--- src/hdl/lwbc_pkg.sv ---
// Shared types and constants of the cache tag and policy engine.
`timescale 1ns / 1ps

package lwbc_pkg;

    localparam int CACHE_SLOTS       = 16;
    localparam int SECTORS_PER_BLOCK = 8;
    localparam int SLOT_W            = 4;
    localparam int IDX_W             = SLOT_W + 1;
    localparam int OFF_W             = 3;

    localparam logic [2:0] CMD_READ      = 3'd0;
    localparam logic [2:0] CMD_WRITE     = 3'd1;
    localparam logic [2:0] CMD_FLUSH     = 3'd2;
    localparam logic [2:0] CMD_INVAL     = 3'd3;
    localparam logic [2:0] CMD_FILL_FAIL = 3'd4;

    localparam logic [1:0] ST_OK      = 2'd0;
    localparam logic [1:0] ST_BAD_DEV = 2'd1;
    localparam logic [1:0] ST_NOTHING = 2'd2;

    typedef enum logic [1:0] {
        S_IDLE,
        S_SCAN,
        S_UPD
    } t_state;

    typedef struct packed {
        logic [2:0]  command;
        logic [2:0]  dev_sel;
        logic [31:0] sector_lba;
        logic [15:0] sectors_left;
        logic [3:0]  slot_index;
    } t_in;

    typedef struct packed {
        logic [1:0]  status;
        logic        hit;
        logic [3:0]  slot;
        logic        need_fill;
        logic        writeback;
        logic [2:0]  wb_device;
        logic [31:0] wb_block;
        logic [31:0] req_block;
        logic [2:0]  offset;
        logic [3:0]  copy_count;
        logic        last;
    } t_out;

    typedef struct packed {
        logic        dirty;
        logic [2:0]  device;
        logic [31:0] block;
        logic [31:0] stamp;
    } t_entry;

endpackage

--- src/hdl/lwbc_tag_ram.sv ---
// Tag memory: one entry per cache slot, one read and one write port.
`timescale 1ns / 1ps

module lwbc_tag_ram (
    input  logic                        i_clk,
    input  logic                        i_rd_en,
    input  logic [lwbc_pkg::SLOT_W-1:0] i_rd_addr,
    output lwbc_pkg::t_entry            o_rd_data,
    input  logic                        i_wr_en,
    input  logic [lwbc_pkg::SLOT_W-1:0] i_wr_addr,
    input  lwbc_pkg::t_entry            i_wr_data
);
    import lwbc_pkg::*;

    t_entry r_mem [CACHE_SLOTS];
    t_entry r_rd_data;

    always_ff @(posedge i_clk) begin
        if (i_wr_en) begin
            r_mem[i_wr_addr] <= i_wr_data;
        end
        if (i_rd_en) begin
            r_rd_data <= r_mem[i_rd_addr];
        end
    end

    assign o_rd_data = r_rd_data;

endmodule

--- src/hdl/lru_writeback_block_cache_tags_top.sv ---
// Top level of the cache tag and policy engine: control sequencer and state.
`timescale 1ns / 1ps

// This engine keeps the tags of a 16-slot fully associative write-back sector
// cache with LRU replacement; it moves no sector data. Entry tags, dirty flags
// and access stamps sit in a one-read, one-write tag memory with a registered
// read; valid bits are flip-flops cleared by reset. Read and write requests
// sweep all slots through the memory read port, one slot per cycle, then
// update the chosen slot and emit the lookup word. Flush and invalidate take
// the same sweep and emit one writeback word per dirty block of the device,
// or one status word when there is none (the sweep pauses whenever a writeback
// word cannot be handed on); fill-failed, unknown-command, bad-device and
// zero-count read or write requests answer without a sweep, their word being
// registered at the edge that accepts them. A new request is taken only when
// the previous one has finished and its final word has left the result
// register or is leaving it in that same cycle.

module lru_writeback_block_cache_tags_top (
    input  logic           i_clk,
    input  logic           i_rst_n,
    input  logic           i_cfg_wr_en,
    input  logic [7:0]     i_cfg_wr_data,
    input  logic           i_in_valid,
    output logic           o_in_stall,
    input  lwbc_pkg::t_in  i_in_word,
    output logic           o_out_valid,
    input  logic           i_out_stall,
    output lwbc_pkg::t_out o_out_word
);
    import lwbc_pkg::*;

    // Control and request state.
    t_state                r_state, n_state;
    logic [7:0]            r_mask;
    logic [CACHE_SLOTS-1:0] r_valid, n_valid;
    logic [31:0]           r_clock, n_clock;
    t_in                   r_req, n_req;
    logic [IDX_W-1:0]      r_idx, n_idx;
    logic                  r_ev, n_ev;
    logic [SLOT_W-1:0]     r_ev_idx, n_ev_idx;

    // Lookup tracking.
    logic                  r_hit, n_hit;
    logic [SLOT_W-1:0]     r_hit_idx, n_hit_idx;
    t_entry                r_hit_e, n_hit_e;
    logic [SLOT_W-1:0]     r_min_idx, n_min_idx;
    t_entry                r_min_e, n_min_e;

    // Flush: one writeback held back so the final one can carry last.
    logic                  r_pend_v, n_pend_v;
    logic [SLOT_W-1:0]     r_pend_slot, n_pend_slot;
    logic [2:0]            r_pend_dev, n_pend_dev;
    logic [31:0]           r_pend_blk, n_pend_blk;

    // Output register.
    logic                  r_out_valid, n_out_valid;
    t_out                  r_out, n_out;

    // Memory ports.
    logic                  rd_en;
    logic [SLOT_W-1:0]     rd_addr;
    t_entry                rd_data;
    logic                  wr_en;
    logic [SLOT_W-1:0]     wr_addr;
    t_entry                wr_data;

    logic                  out_free;
    logic                  accept;
    logic                  flush_mode;
    logic                  match_dirty;
    logic                  freeze;
    logic                  dev_eq;
    logic                  free_found;
    logic [SLOT_W-1:0]     free_idx;
    logic [OFF_W-1:0]      off;
    logic [31:0]           blk;
    logic [3:0]            avail;
    logic [3:0]            copy;
    logic [SLOT_W-1:0]     sel;
    logic [31:0]           clk_inc;

    lwbc_tag_ram u_tag_ram (
        .i_clk     (i_clk),
        .i_rd_en   (rd_en),
        .i_rd_addr (rd_addr),
        .o_rd_data (rd_data),
        .i_wr_en   (wr_en),
        .i_wr_addr (wr_addr),
        .i_wr_data (wr_data)
    );

    assign out_free    = !r_out_valid || !i_out_stall;
    assign o_in_stall  = (r_state != S_IDLE) || !out_free;
    assign accept      = i_in_valid && !o_in_stall;
    assign o_out_valid = r_out_valid;
    assign o_out_word  = r_out;

    assign flush_mode  = (r_req.command == CMD_FLUSH) || (r_req.command == CMD_INVAL);
    assign dev_eq      = rd_data.device == r_req.dev_sel;
    assign match_dirty = r_valid[r_ev_idx] && rd_data.dirty && dev_eq;
    // A second dirty block cannot be taken while the held one has nowhere to go.
    assign freeze      = (r_state == S_SCAN) && r_ev && flush_mode && match_dirty
                         && r_pend_v && !out_free;

    // Request geometry, from the registered request.
    assign off     = r_req.sector_lba[OFF_W-1:0];
    assign blk     = {r_req.sector_lba[31:OFF_W], {OFF_W{1'b0}}};
    assign avail   = 4'(SECTORS_PER_BLOCK) - {1'b0, off};
    assign copy    = (r_req.sectors_left < {12'd0, avail}) ? r_req.sectors_left[3:0] : avail;
    assign clk_inc = r_clock + 32'd1;

    // First free slot from the valid bits.
    always_comb begin
        free_found = 1'b0;
        free_idx   = '0;
        for (int i = CACHE_SLOTS - 1; i >= 0; i--) begin
            if (!r_valid[i]) begin
                free_found = 1'b1;
                free_idx   = SLOT_W'(i);
            end
        end
    end

    always_comb begin
        n_state     = r_state;
        n_valid     = r_valid;
        n_clock     = r_clock;
        n_req       = r_req;
        n_idx       = r_idx;
        n_ev        = r_ev;
        n_ev_idx    = r_ev_idx;
        n_hit       = r_hit;
        n_hit_idx   = r_hit_idx;
        n_hit_e     = r_hit_e;
        n_min_idx   = r_min_idx;
        n_min_e     = r_min_e;
        n_pend_v    = r_pend_v;
        n_pend_slot = r_pend_slot;
        n_pend_dev  = r_pend_dev;
        n_pend_blk  = r_pend_blk;
        n_out_valid = r_out_valid && i_out_stall;
        n_out       = r_out;
        rd_en       = 1'b0;
        rd_addr     = r_idx[SLOT_W-1:0];
        wr_en       = 1'b0;
        wr_addr     = r_ev_idx;
        wr_data     = rd_data;
        sel         = '0;

        case (r_state)
            S_IDLE: begin
                if (accept) begin
                    n_req       = i_in_word;
                    n_idx       = '0;
                    n_ev        = 1'b0;
                    n_hit       = 1'b0;
                    n_pend_v    = 1'b0;
                    n_out       = '0;
                    n_out.last  = 1'b1;
                    if (i_in_word.command == CMD_FILL_FAIL) begin
                        n_valid[i_in_word.slot_index] = 1'b0;
                        n_out.slot  = i_in_word.slot_index;
                        n_out_valid = 1'b1;
                    end else if (i_in_word.command > CMD_FILL_FAIL) begin
                        n_out.status = ST_NOTHING;
                        n_out_valid  = 1'b1;
                    end else if (!r_mask[i_in_word.dev_sel]) begin
                        n_out.status = ST_BAD_DEV;
                        n_out_valid  = 1'b1;
                    end else if (i_in_word.command == CMD_FLUSH
                                 || i_in_word.command == CMD_INVAL) begin
                        n_state = S_SCAN;
                    end else if (i_in_word.sectors_left == 16'd0) begin
                        n_out.status = ST_NOTHING;
                        n_out_valid  = 1'b1;
                    end else begin
                        n_state = S_SCAN;
                    end
                end
            end

            S_SCAN: begin
                if (!freeze) begin
                    // Issue the next slot read.
                    if (r_idx < IDX_W'(CACHE_SLOTS)) begin
                        rd_en    = 1'b1;
                        n_ev     = 1'b1;
                        n_ev_idx = r_idx[SLOT_W-1:0];
                        n_idx    = r_idx + IDX_W'(1);
                    end else begin
                        n_ev = 1'b0;
                    end
                    // Evaluate the slot whose read was issued last.
                    if (r_ev) begin
                        if (flush_mode) begin
                            if (match_dirty) begin
                                if (r_pend_v) begin
                                    n_out              = '0;
                                    n_out.slot         = r_pend_slot;
                                    n_out.writeback    = 1'b1;
                                    n_out.wb_device    = r_pend_dev;
                                    n_out.wb_block     = r_pend_blk;
                                    n_out_valid        = 1'b1;
                                end
                                n_pend_v      = 1'b1;
                                n_pend_slot   = r_ev_idx;
                                n_pend_dev    = rd_data.device;
                                n_pend_blk    = rd_data.block;
                                wr_en         = 1'b1;
                                wr_data.dirty = 1'b0;
                            end
                            if (r_req.command == CMD_INVAL && r_valid[r_ev_idx] && dev_eq) begin
                                n_valid[r_ev_idx] = 1'b0;
                            end
                        end else begin
                            if (!r_hit && r_valid[r_ev_idx] && dev_eq && rd_data.block == blk)
                            begin
                                n_hit     = 1'b1;
                                n_hit_idx = r_ev_idx;
                                n_hit_e   = rd_data;
                            end
                            if (r_ev_idx == '0 || rd_data.stamp < r_min_e.stamp) begin
                                n_min_idx = r_ev_idx;
                                n_min_e   = rd_data;
                            end
                        end
                    end else if (r_idx == IDX_W'(CACHE_SLOTS)) begin
                        // Sweep finished.
                        if (!flush_mode) begin
                            n_state = S_UPD;
                        end else if (out_free) begin
                            n_out       = '0;
                            n_out.last  = 1'b1;
                            if (r_pend_v) begin
                                n_out.slot         = r_pend_slot;
                                n_out.writeback    = 1'b1;
                                n_out.wb_device    = r_pend_dev;
                                n_out.wb_block     = r_pend_blk;
                            end
                            n_out_valid = 1'b1;
                            n_state     = S_IDLE;
                        end
                    end
                end
            end

            S_UPD: begin
                if (out_free) begin
                    n_out                 = '0;
                    n_out.status          = ST_OK;
                    n_out.req_block       = blk;
                    n_out.offset          = off;
                    n_out.copy_count      = copy;
                    n_out.last            = 1'b1;
                    wr_data.device        = r_req.dev_sel;
                    wr_data.block         = blk;
                    wr_data.stamp         = clk_inc;
                    if (r_hit) begin
                        sel           = r_hit_idx;
                        n_out.hit     = 1'b1;
                        wr_data.dirty = r_hit_e.dirty || (r_req.command == CMD_WRITE);
                    end else begin
                        if (free_found) begin
                            sel = free_idx;
                        end else begin
                            sel = r_min_idx;
                            // A dirty victim of an unregistered device is dropped.
                            if (r_min_e.dirty && r_mask[r_min_e.device]) begin
                                n_out.writeback    = 1'b1;
                                n_out.wb_device    = r_min_e.device;
                                n_out.wb_block     = r_min_e.block;
                            end
                        end
                        wr_data.dirty   = r_req.command == CMD_WRITE;
                        n_out.need_fill = (r_req.command == CMD_READ) || (off != '0)
                                          || (r_req.sectors_left < 16'(SECTORS_PER_BLOCK));
                        n_valid[sel]    = 1'b1;
                    end
                    n_out.slot  = sel;
                    wr_addr     = sel;
                    wr_en       = 1'b1;
                    n_clock     = clk_inc;
                    n_out_valid = 1'b1;
                    n_state     = S_IDLE;
                end
            end

            default: begin
                n_state = S_IDLE;
            end
        endcase
    end

    always_ff @(posedge i_clk) begin
        if (!i_rst_n) begin
            r_state     <= S_IDLE;
            r_mask      <= '0;
            r_valid     <= '0;
            r_clock     <= '0;
            r_ev        <= 1'b0;
            r_idx       <= '0;
            r_hit       <= 1'b0;
            r_pend_v    <= 1'b0;
            r_out_valid <= 1'b0;
        end else begin
            r_state     <= n_state;
            r_mask      <= i_cfg_wr_en ? i_cfg_wr_data : r_mask;
            r_valid     <= n_valid;
            r_clock     <= n_clock;
            r_ev        <= n_ev;
            r_idx       <= n_idx;
            r_hit       <= n_hit;
            r_pend_v    <= n_pend_v;
            r_out_valid <= n_out_valid;
        end
    end

    always_ff @(posedge i_clk) begin
        r_req       <= n_req;
        r_ev_idx    <= n_ev_idx;
        r_hit_idx   <= n_hit_idx;
        r_hit_e     <= n_hit_e;
        r_min_idx   <= n_min_idx;
        r_min_e     <= n_min_e;
        r_pend_slot <= n_pend_slot;
        r_pend_dev  <= n_pend_dev;
        r_pend_blk  <= n_pend_blk;
        r_out       <= n_out;
    end

endmodule

--- config.mk ---
export PLATFORM = sky130hd
export DESIGN_NAME = lru_writeback_block_cache_tags_top
export DESIGN_NICKNAME = d
export VERILOG_FILES = /design/src/hdl/lwbc_pkg.sv /design/src/hdl/lwbc_tag_ram.sv /design/src/hdl/lru_writeback_block_cache_tags_top.sv
export SDC_FILE = /design/constraint.sdc
export NUM_CORES = 2
export LEC_CHECK = 0
export BUFFER_PORTS_ARGS = -buffer_cell sky130_fd_sc_hd__buf_2
export CORE_AREA = 2 2 260 455
export DETAILED_ROUTE_END_ITERATION = 8
export DIE_AREA = 0 0 262 457
export PLACE_DENSITY = 0.66
export SYNTH_ARGS = -nofsm -noshare
export SYNTH_HDL_FRONTEND = slang
export SYNTH_HIERARCHICAL = 1
export SYNTH_SLANG_ARGS = --single-unit
--- constraint.sdc ---
create_clock -name i_clk -period 10.6 [get_ports i_clk]
set_input_delay 0.53 -clock i_clk [delete_from_list [all_inputs] [get_ports i_clk]]
set_output_delay 0.53 -clock i_clk [all_outputs]
set_load 0.1 [all_outputs]
==> reports/qor.yml <==
detailed_routing:
  met1_length_mm: 51.74
  drt-vias-per-instance: 6.038
  ant_nets: 0
  post_drt_wl_per_cell_um: 28.17
  highest_layer: "met5"
  vias: 29990
  dr_wl_met3_mm: 7.591
  drt-total-wl_mm: 139.9
  firstDrtPassIters: 8
  wl_met2_mm: 75.39
  drc: 0
  first_iter_violations: 2874
die:
  rows: 166
  die-area_sq_um: 119700
  die_w_um: 262
  die_h_um: 457
  io_pins: 157
  initial_core_util_pct: 49.64
  coreArea_sq_um: 116300
synth:
  syn_avg_cell_area_sq_um: 18.74
  seq_area_frac_synth_pct: 75.71
  syn_inst: 3080
  netlist_top_cells_area: "edfxtp_1 (73%), mux4_2 (11%), dfxtp_1 (2.3%)"
  synth_top_area_share_pct: 73.39
  synth.largest_area_cell: "edfxtp_1"
  synth_area_sq_um: 57730
  ys.flop_type: "edfxtp_1"
  synth_edf_count: 1411
  async_flop_share_pct: 0
  synth_warnings: 6
  ys_seq_elements: 1478
  post_synth_num_cell_types: 69
pwr:
  peakVddDrop_uv: 170.8
  power_density_nw_per_um2: 183.2
  leakage_nw: 20.76
  power_mw: 11.95
setup_path:
  r2r_cells: 8
  crit_path_top_delay_cell: "nor2_4"
  reg2reg_from: "r_state[0]"
  setup.worst_path.start_class: "flop"
  cp.depth: 8
  crit_chain: "inv_1, ha_2, buf_4, nand2_4, o21ai_0, nand3b_1, nor2_4, buf_4"
  r2r-end: "u_tag_ram/r_mem[9][60]"
  worstSetupEndpointType: "flop"
  rrSetupSlack_ns: 5.49
  cp_common_cell: "buf_4"
  path_class: "reg2reg"
  slowest_delay_ns: 1.09
  cp_num_buf_inv: 3
  cp_data_arrival_time_ns: 5.48
  path_max_fanout: 77
  cp_top_family: "simple AND/OR/NAND/NOR gates"
  cp.required_ns: 10.97
cts:
  cts_hold_buf: 61
  cts_setup_buffers: 0
  ctsResizeCount: 0
  h-tree-depth: 3
  path_clk_slew_ns: 0.08
  cts-root-buf: "clkbuf_16"
  tritoncts: "done"
  clk_latency_ns: 0.76
  clockBufferDepth: 3
  cts_buffers: 121
  cts_sinks: 1478
grt:
  grt_overflow: 0
  grt_antenna_before_repair: 5
  grt_max_degree: 101
  grt_pass1_wl_mm: 207.5
  grt_usage_pct: 23.70
  first_global_vias: 31930
placed_design:
  preCtsSetupSlack_ns: 5.445
  port_buffers: 153
  place_congestion: 0.8642
  hpwlAfterDp_mm: 86.68
min_path:
  min-delay-start: "i_in_word[54]"
  hp-class: "in2reg"
  hold_end: "r_req[54]"
  whs_path_depth: 1
sta:
  maxSlewViolCount: 0
  fmax_ghz: 0.1957
  tightest_slew_ns: 1.292
  rsz0062_at_grt: "no"
  finalClockSkew_ns: 0.04017
  setup_tns_ns: 0
  period_needed_ns: 5.111
  fin_hold_ws_ns: 0.05862
  slew_headroom_pct: 13.27
  hold_viol_final: 0
  finalSetupViolations: 0
  period_share_pct: 48.22
  fin_ws_ns: 5.489
final_layout:
  area_growth_pct: 13.02
  final_nets: 3463
  final_common_cell: "edfxtp_1"
  final_cell_mix: "edfxtp_1 (1411), mux4_2 (279), nand2_1 (265), a22oi_1 (176), buf_2 (153)"
  drive_above_1_share_pct: 22.09
flow_run:
  maxCapViolCount: 0
run_status:
  outcome: "complete, no violations"
==> cell type report <==
cell class	instances	area (sq um)
Fill cell	8668	51060
Multi-Input combinational cell	1399	13360
Tap cell	1512	1892
Timing Repair Buffer	296	2017
Antenna cell	1	2.502
Inverter	53	198.9
Clock buffer	143	3172
Clock inverter	85	888.4
Sequential cell	1478	43720
==> sequential cells by signal (all words and copies together), names as in the netlist, 2 cells and up <==
register / flops
r_min_idx: 4
r_pend_dev: 3
r_valid: 16
r_clock: 32
r_hit_idx: 4
u_tag_ram/r_mem: 1088
off: 3
r_min_e: 68
o_out_word: 81
r_state: 2
r_idx: 5
r_mask: 8
r_pend_blk: 32
u_tag_ram/o_rd_data: 68
r_ev_idx: 4
blk: 29
r_pend_slot: 4
r_req: 22
==> cells by family after synthesis <==
kind of cell	synth area share (%)
simple gates	4.984
mux	11.22
xor+xnor	1.274
flops	75.71
fa+ha+maj	0.9319
other cells	0.006495
compound gates	4.378
buf+inv	1.495
==> report_power, final <==
part           switching [mW]  internal [mW]  total, mW
clock network            2.11           2.48       4.59
logic                   0.616          0.174      0.790
registers              0.0738           6.50       6.57
total                    2.80           9.16       12.0
==> how the worst max path moves through the flow <==
stage | from | endpoint | slack, ns
after floorplan | r_ev_idx[3] | u_tag_ram/r_mem[0][0] | 1.15
after global placement | r_state[0] | u_tag_ram/r_mem[9][45] | 5.57
after detailed placement | r_state[0] | u_tag_ram/r_mem[9][55] | 5.45
after CTS | r_state[0] | u_tag_ram/r_mem[9][60] | 5.42
after global routing | r_state[0] | u_tag_ram/r_mem[9][60] | 5.22
final | r_state[0] | u_tag_ram/r_mem[9][60] | 5.49
==> synthesized netlist by cell type (10+ instances only) <==
master	instances
inv_1	52
buf_2	30
xor2_1	49
clkbuf_1	97
nor3_1	32
buf_1	12
ha_1	43
nand4_1	26
nand3_1	28
buf_4	11
dfxtp_1	67
and3_1	10
nor2b_1	45
a22oi_1	176
a21oi_1	45
mux2i_1	17
or3_1	12
edfxtp_1	1411
nor2_1	104
and2_1	44
nand2_1	266
xnor2_1	35
a21o_1	12
mux4_2	279
o21ai_0	60
==> stage by stage <==
step                instance area [sq um]  util (%)  instances
detailed placement                  60570     52.08       4677
finish                              65250     56.10       4967
global placement                    60570     52.08       4677
floorplan                           57740         -       3082
CTS                                 65250     56.10       4966
global route                        65250     56.10       4966
==> metal layers <==
metal	track usage, %	vias to the layer above
li1	-	12860
met5	0	-
met2	42.20	1083
met3	3.210	246
met4	9.057	6
met1	29.19	15790
No activity file was read; power rests on OpenSTA's default activity.
